--- config.mk ---
export PLATFORM = sky130hd
export DESIGN_NAME = edit_distance_engine
export DESIGN_NICKNAME = d
export VERILOG_FILES = /design/src/rtl/ed_pkg.sv /design/src/rtl/ed_ram.sv /design/src/rtl/ed_cell.sv /design/src/rtl/edit_distance_engine.sv
export SDC_FILE = /design/constraint.sdc
export NUM_CORES = 1
export LEC_CHECK = 0
export BUFFER_PORTS_ARGS = -buffer_cell sky130_fd_sc_hd__buf_2
export CORE_UTILIZATION = 57
export DETAILED_ROUTE_END_ITERATION = 8
export GPL_ROUTABILITY_DRIVEN = 0
export PLACE_DENSITY = 0.76
export SKIP_CTS_REPAIR_TIMING = 1
export SYNTH_ARGS = -nofsm -noshare
export SYNTH_HDL_FRONTEND = slang
export SYNTH_SLANG_ARGS = --single-unit
--- constraint.sdc ---
create_clock -name clk -period 5.3 [get_ports clk]
set_input_delay 1.06 -clock clk [delete_from_list [all_inputs] [get_ports clk]]
set_output_delay 1.06 -clock clk [all_outputs]
set_load 0.01 [all_outputs]
--- src/rtl/ed_pkg.sv ---
package ed_pkg;

  // Field widths of the words on the two channels.
  localparam int CHAR_W = 8;
  localparam int DIST_W = 5;

  // Largest distance the output field can carry.
  localparam int DIST_SAT = 31;

  typedef logic [1:0]        mode_t;
  typedef logic [CHAR_W-1:0] char_t;
  typedef logic [DIST_W-1:0] dist_t;

  // Operation codes carried in the mode field.
  localparam mode_t MODE_FIRST   = 2'd0;
  localparam mode_t MODE_SECOND  = 2'd1;
  localparam mode_t MODE_COMPUTE = 2'd2;
  localparam mode_t MODE_NONE    = 2'd3;

endpackage

--- src/rtl/ed_ram.sv ---
module ed_ram #(
  parameter int WIDTH = 8,
  parameter int DEPTH = 16
) (
  input  logic                                     clk,
  input  logic                                     we,
  input  logic [((DEPTH > 1) ? $clog2(DEPTH) : 1)-1:0] waddr,
  input  logic [WIDTH-1:0]                         wdata,
  input  logic [((DEPTH > 1) ? $clog2(DEPTH) : 1)-1:0] raddr,
  output logic [WIDTH-1:0]                         rdata
);

  logic [WIDTH-1:0] mem [DEPTH];

  // One write port and one read port with registered read data.
  always_ff @(posedge clk) begin
    if (we) begin
      mem[waddr] <= wdata;
    end
    rdata <= mem[raddr];
  end

endmodule

--- src/rtl/ed_cell.sv ---
module ed_cell #(
  parameter int VAL_W = 5
) (
  input  ed_pkg::char_t    char_a,
  input  ed_pkg::char_t    char_b,
  input  logic [VAL_W-1:0] up,
  input  logic [VAL_W-1:0] left,
  input  logic [VAL_W-1:0] diag,
  output logic [VAL_W-1:0] val
);

  logic [VAL_W:0] del_cost;
  logic [VAL_W:0] ins_cost;
  logic [VAL_W:0] sub_cost;
  logic [VAL_W:0] min_ab;
  logic [VAL_W:0] min_all;

  // Candidate costs of deletion, insertion and substitution or match.
  assign del_cost = {1'b0, up} + (VAL_W+1)'(1);
  assign ins_cost = {1'b0, left} + (VAL_W+1)'(1);
  assign sub_cost = {1'b0, diag} + (VAL_W+1)'(char_a != char_b);

  // Smallest of the three; a table value never exceeds the word length.
  assign min_ab  = (ins_cost < del_cost) ? ins_cost : del_cost;
  assign min_all = (sub_cost < min_ab) ? sub_cost : min_ab;
  assign val     = min_all[VAL_W-1:0];

endmodule

--- src/rtl/edit_distance_engine.sv ---
// Edit distance engine: Levenshtein distance between two words of up to
// MAX_LEN byte characters, unit cost for insertion, deletion, substitution.
// Input channel (in_valid, in_stall, mode, char_code): mode 0 appends a
// character to the first word, mode 1 to the second word, mode 2 computes,
// mode 3 does nothing. A word is accepted when in_valid is high and
// in_stall is low. Appends to a full word are dropped.
// Output channel (out_valid, out_stall, distance): one word per compute.
// Appends are taken without stalling. A compute walks the table one cell per
// cycle through a single cell unit, with a setup state per row, and then
// loads the output register once it is free. It holds the input stalled
// from the compute word until the output register is loaded; if either word
// is empty, it skips the walk and goes straight to that load.
// Characters and a table row live in three small RAMs with registered reads.
// A stalled output word holds; appends are still taken meanwhile, and a
// finished compute waits in place until the output register is free.
// After compute both lengths are cleared. Reset (rst, synchronous)
// empties both words and the output register; no clearing pass is needed.
module edit_distance_engine #(
  parameter int MAX_LEN = 16
) (
  input  logic          clk,
  input  logic          rst,
  input  logic          in_valid,
  output logic          in_stall,
  input  ed_pkg::mode_t mode,
  input  ed_pkg::char_t char_code,
  output logic          out_valid,
  input  logic          out_stall,
  output ed_pkg::dist_t distance
);

  import ed_pkg::*;

  localparam int CW = $clog2(MAX_LEN + 1);
  localparam int AW = (MAX_LEN > 1) ? $clog2(MAX_LEN) : 1;
  localparam int SW = (CW > DIST_W) ? CW : DIST_W;

  localparam logic [1:0] ST_IDLE   = 2'd0;
  localparam logic [1:0] ST_ROW    = 2'd1;
  localparam logic [1:0] ST_CELL   = 2'd2;
  localparam logic [1:0] ST_FINISH = 2'd3;

  logic [1:0]    state;
  logic [1:0]    state_next;
  logic [CW-1:0] first_length;
  logic [CW-1:0] second_length;
  logic [CW-1:0] row_i;
  logic [CW-1:0] col_j;
  logic [CW-1:0] diag;
  logic [CW-1:0] left;
  logic [CW-1:0] result;
  logic [CW-1:0] out_result;

  logic          accept;
  logic          out_free;
  logic          first_we;
  logic          second_we;
  logic [CW-1:0] i_minus;
  logic [CW-1:0] j_minus;
  logic [AW-1:0] col_raddr;
  char_t         first_rdata;
  char_t         second_rdata;
  logic [CW-1:0] row_rdata;
  logic [CW-1:0] up;
  logic [CW-1:0] cell_val;
  logic          last_col;
  logic          last_row;
  logic [SW-1:0] res_wide;

  // Handshake: items are taken only while the sequencer is idle.
  assign in_stall = (state != ST_IDLE);
  assign accept   = in_valid && !in_stall;
  assign out_free = !out_valid || !out_stall;

  // Character stores, written at the current length.
  assign first_we  = accept && (mode == MODE_FIRST) && (first_length < CW'(MAX_LEN));
  assign second_we = accept && (mode == MODE_SECOND) && (second_length < CW'(MAX_LEN));

  // Read addresses: row character stays fixed, column character and row
  // value look one column ahead of the cell being computed.
  assign i_minus   = row_i - CW'(1);
  assign j_minus   = col_j - CW'(1);
  assign col_raddr = (state == ST_CELL) ? col_j[AW-1:0] : '0;

  ed_ram #(.WIDTH(CHAR_W), .DEPTH(MAX_LEN)) u_first_ram (
    .clk   (clk),
    .we    (first_we),
    .waddr (first_length[AW-1:0]),
    .wdata (char_code),
    .raddr (i_minus[AW-1:0]),
    .rdata (first_rdata)
  );

  ed_ram #(.WIDTH(CHAR_W), .DEPTH(MAX_LEN)) u_second_ram (
    .clk   (clk),
    .we    (second_we),
    .waddr (second_length[AW-1:0]),
    .wdata (char_code),
    .raddr (col_raddr),
    .rdata (second_rdata)
  );

  // One table row; entry j-1 holds column j, column zero is implied.
  ed_ram #(.WIDTH(CW), .DEPTH(MAX_LEN)) u_row_ram (
    .clk   (clk),
    .we    (state == ST_CELL),
    .waddr (j_minus[AW-1:0]),
    .wdata (cell_val),
    .raddr (col_raddr),
    .rdata (row_rdata)
  );

  // The first row of the table is the column index itself.
  assign up = (row_i == CW'(1)) ? col_j : row_rdata;

  ed_cell #(.VAL_W(CW)) u_cell (
    .char_a (first_rdata),
    .char_b (second_rdata),
    .up     (up),
    .left   (left),
    .diag   (diag),
    .val    (cell_val)
  );

  assign last_col = (col_j == second_length);
  assign last_row = (row_i == first_length);

  // Sequencer next state.
  always_comb begin
    state_next = state;
    unique case (state)
      ST_IDLE: begin
        if (accept && (mode == MODE_COMPUTE)) begin
          if ((first_length == '0) || (second_length == '0)) begin
            state_next = ST_FINISH;
          end else begin
            state_next = ST_ROW;
          end
        end
      end
      ST_ROW: begin
        state_next = ST_CELL;
      end
      ST_CELL: begin
        if (last_col) begin
          state_next = last_row ? ST_FINISH : ST_ROW;
        end
      end
      ST_FINISH: begin
        if (out_free) begin
          state_next = ST_IDLE;
        end
      end
      default: begin
        state_next = ST_IDLE;
      end
    endcase
  end

  // Control registers.
  always_ff @(posedge clk) begin
    if (rst) begin
      state         <= ST_IDLE;
      first_length  <= '0;
      second_length <= '0;
      out_valid     <= 1'b0;
    end else begin
      state <= state_next;
      if (first_we) begin
        first_length <= first_length + CW'(1);
      end
      if (second_we) begin
        second_length <= second_length + CW'(1);
      end
      if ((state == ST_FINISH) && out_free) begin
        first_length  <= '0;
        second_length <= '0;
        out_valid     <= 1'b1;
      end else if (out_valid && !out_stall) begin
        out_valid <= 1'b0;
      end
    end
  end

  // Table walk registers and the output word.
  always_ff @(posedge clk) begin
    unique case (state)
      ST_IDLE: begin
        row_i <= CW'(1);
        if (first_length == '0) begin
          result <= second_length;
        end else begin
          result <= first_length;
        end
      end
      ST_ROW: begin
        col_j <= CW'(1);
        diag  <= i_minus;
        left  <= row_i;
      end
      ST_CELL: begin
        diag <= up;
        left <= cell_val;
        if (last_col) begin
          row_i  <= row_i + CW'(1);
          result <= cell_val;
        end else begin
          col_j <= col_j + CW'(1);
        end
      end
      ST_FINISH: begin
        if (out_free) begin
          out_result <= result;
        end
      end
      default: begin
      end
    endcase
  end

  // Saturate to the width of the distance field.
  assign res_wide = SW'(out_result);
  assign distance = (res_wide > SW'(DIST_SAT)) ? dist_t'(DIST_SAT) : res_wide[DIST_W-1:0];

endmodule

==> summary.txt <==
Outcome
  – Outcome: finished clean

Synthesis
  – Cells after Synth: 1086
  – Area contributors post-synth: edfxtp_1 65%, mux4_2 5.3%, dfxtp_1 4.0%, mux2_2 3.2%, ha_1 2.5%
  – Sequential cell area fraction in the yosys report: 69.3%
  – Post-synth EDFFs: 366
  – Yosys Warn Count: 0
  – Synthesized area: 0.0168 mm^2
  – Post-synth cell types: 62
  – Yosys top cell by area: edfxtp_1
  – Synth Register Bits: 400
  – FFs w/ async S/R, synth: 0%
  – Top-area cell type share of the netlist area: 65.2%
  – Cell with the most instances after synthesis: edfxtp_1
  – Primary FF master, synth: edfxtp_1
  – Mapped Nets: 1134
  – Synth Area per Inst: 15.5 um^2
  – Post-synth top cells: 366 x edfxtp_1, 86 x nor2_1, 69 x a21oi_1, 69 x nand2_1, 49 x clkbuf_1

GRT
  – Initial antenna violation count: 0
  – Overflow after GRT: 0
  – First-pass GRT wire length: 55.8 mm
  – Total Routing Usage GR: 24.6%
  – Largest net degree at the start of global routing: 42
  – Vias in the first global route: 9619

Worst setup path
  – Crit end category: register
  – Critical path arrival: 5.48 ns
  – R2r worst-path depth: 25
  – Data required, critical path: 5.69 ns
  – Worst Setup Start Kind: register
  – R2R Path Start: row_i[1]
  – Worst R2R Setup Slack: 0.20 ns
  – End point of the critical path: u_row_ram.mem[7][3]
  – Worst Setup Path Type: register to register
  – Reg2reg end: u_row_ram.mem[7][3]
  – Crit path from: row_i[1]
  – Worst Path Max Fanout: 8

Floorplanning
  – Die H: 174 um
  – Io pins: 21
  – Core area: 0.0289 mm^2
  – Starting density of the core: 58.4%
  – Full die area: 0.0302 mm^2
  – Die Wd: 174 um
  – Site Rows: 62

Timing
  – Total negative slack: 0 ns
  – Minimum clock period: 5.10 ns
  – Final Max Slew Viols: 0
  – Number of hold violations in the final report: 0
  – Hold slack: 0.428 ns
  – Skew final: 0.0224 ns
  – Worst Max-Slew Pin Slew: 1.25 ns
  – Final worst setup slack: 0.202 ns
  – Final period util: 96.2%
  – Final setup violation count: 0
  – Relative slew slack: 16.2%
  – Fmax: 196 MHz

CTS
  – Max H-tree Level: 2
  – Clock Pin Slew Worst Setup and Hold Paths: 0.06 ns
  – TritonCTS clock tree: built
  – Num CTS Buffers: 40
  – Root Driver: clkbuf_16
  – Bufs on Longest Clock Path: 3
  – CTS Sinks: 400
  – Skew-Pair Late Insertion Delay: 0.55 ns

Layout
  – P&R area growth vs syn: 12.0%
  – Post-layout nets: 1176
  – N_diodes: 0
  – Share of cells above drive strength 1: 19.8%
  – # fillers: 1999
  – Final instance area: 0.0189 mm^2

Power and ir drop
  – Maximum vdd ir drop: 0.000621 V
  – Leakage: 6.51 nW
  – Total power per unit cell area: 680 mW/mm^2

Drt
  – WL final: 36.8 mm
  – DRT Pass-1 Iters: 7
  – DR DRC count: 0
  – Vias: 9669
  – First-iteration detailed-routing DRC count: 968
  – Antenna Violating Nets Remaining: 0
  – Routed length per instance: 23.9 um
  – Vias/cell: 6.27

Hold path
  – Hold Crit Class: register to register

Flow run
  – Max Cap Violations: 0

Place
  – Dpl ws: -0.117 ns
  – HPWL after DPL: 22.8 mm
  – Port bufs: 20
  – Placed inst area: 0.0175 mm^2
layout make-up:
cell class | instances | area [um^2] | share of cell area, %
sequential | 400 | 11700 | 61.9
timing repair buffer | 61 | 415 | 2.20
tap | 384 | 480 | 2.55
clock inverter | 21 | 255 | 1.35
clock buffer | 50 | 1050 | 5.56
inverter | 17 | 63.8 | 0.338
multi-input combinational | 608 | 4930 | 26.2
per-stage QoR:
step           power (W)  util (%)  cells
3_3_place_gp     0.00936      60.5   1466
3_5_place_dp     0.00948      60.5   1466
4_1_cts           0.0123      65.0   1537
6_report          0.0128      65.4   1541
5_1_grt           0.0134      65.4   1541
2_1_floorplan    0.00799         -   1086
critical path, stage by stage, from the launching register on:
cell and delay (ns):
edfxtp_1 0.39, inv_2 0.09, ha_1 0.14, nor4b_4 0.17, buf_4 0.19, mux2_2 0.36
ha_1 0.24, xor2_2 0.20, ha_1 0.23, or3_1 0.34, o21ai_0 0.11, a21oi_2 0.07
o211ai_1 0.15, and3_1 0.24, nor2_1 0.10, ha_1 0.19, a21o_1 0.17, a21o_1 0.17
a21o_1 0.20, nor3_2 0.11, buf_4 0.14, o41ai_4 0.08, buf_4 0.20, nand2_2 0.13
mux2i_4 0.34, buf_6 0.18
sequential cells by signal, indices dropped and copies added, names as in the netlist, 2 cells and up:
name / cells
u_row_ram.rdata: 5
left: 5
u_second_ram.rdata: 8
u_row_ram.mem: 80
diag: 5
state: 2
u_first_ram.mem: 128
result: 5
u_second_ram.mem: 128
first_length: 5
out_result: 5
second_length: 5
row_i: 5
col_j: 5
u_first_ram.rdata: 8
routing by layer:
layer / up-vias / share of wire (%) / global-route usage (%)
li1: 4285 / - / -
met4: 0 / 3.3 / 8.30
met2: 437 / 49 / 40.2
met3: 93 / 7.1 / 3.92
met1: 4854 / 41 / 34.1
met5: - / 0 / 0
where the power goes:
| group | switching [W] | internal, W | total, W |
|---|---|---|---|
| combinational | 0.00323 | 0.00198 | 0.00521 |
| clock | 0.00116 | 0.00166 | 0.00282 |
| sequential | 0.000173 | 0.00462 | 0.00480 |
cell usage in the layout (no fill, tap or decap), types with 20 or more instances in the layout:
| cell | n |
|---|---|
| buf_2 | 20 |
| mux4_2 | 40 |
| nor2_1 | 85 |
| xor2_1 | 26 |
| o21ai_0 | 43 |
| clkbuf_16 | 40 |
| mux2i_1 | 41 |
| nand2_1 | 67 |
| buf_4 | 39 |
| ha_1 | 33 |
| a221oi_1 | 20 |
| mux2_2 | 48 |
| a21oi_1 | 68 |
| edfxtp_1 | 366 |
| dfxtp_1 | 34 |
worst min-delay path by stage:
stage                     startpoint       endpoint  slack, ns  cells after the start
final                      result[1]  out_result[1]       0.43                      0
after global placement     result[4]  out_result[4]       0.40                      0
after floorplan            result[0]  out_result[0]       0.40                      0
after CTS                  result[1]  out_result[1]       0.43                      0
after detailed placement   result[1]  out_result[1]       0.41                      0
after global routing       result[1]  out_result[1]       0.44                      0
cells by family (layout without fill, tap and decap cells):
family | after synthesis | after routing | share of synthesized area [%]
simple gates | 214 | 214 | 5.70
fa+ha+maj | 34 | 34 | 2.53
buf+inv | 78 | 149 | 1.86
compound gates | 186 | 186 | 7.26
mux | 131 | 131 | 11.1
xor+xnor | 43 | 43 | 2.24
flops | 400 | 400 | 69.3
Power figures use the tool's default switching activity.
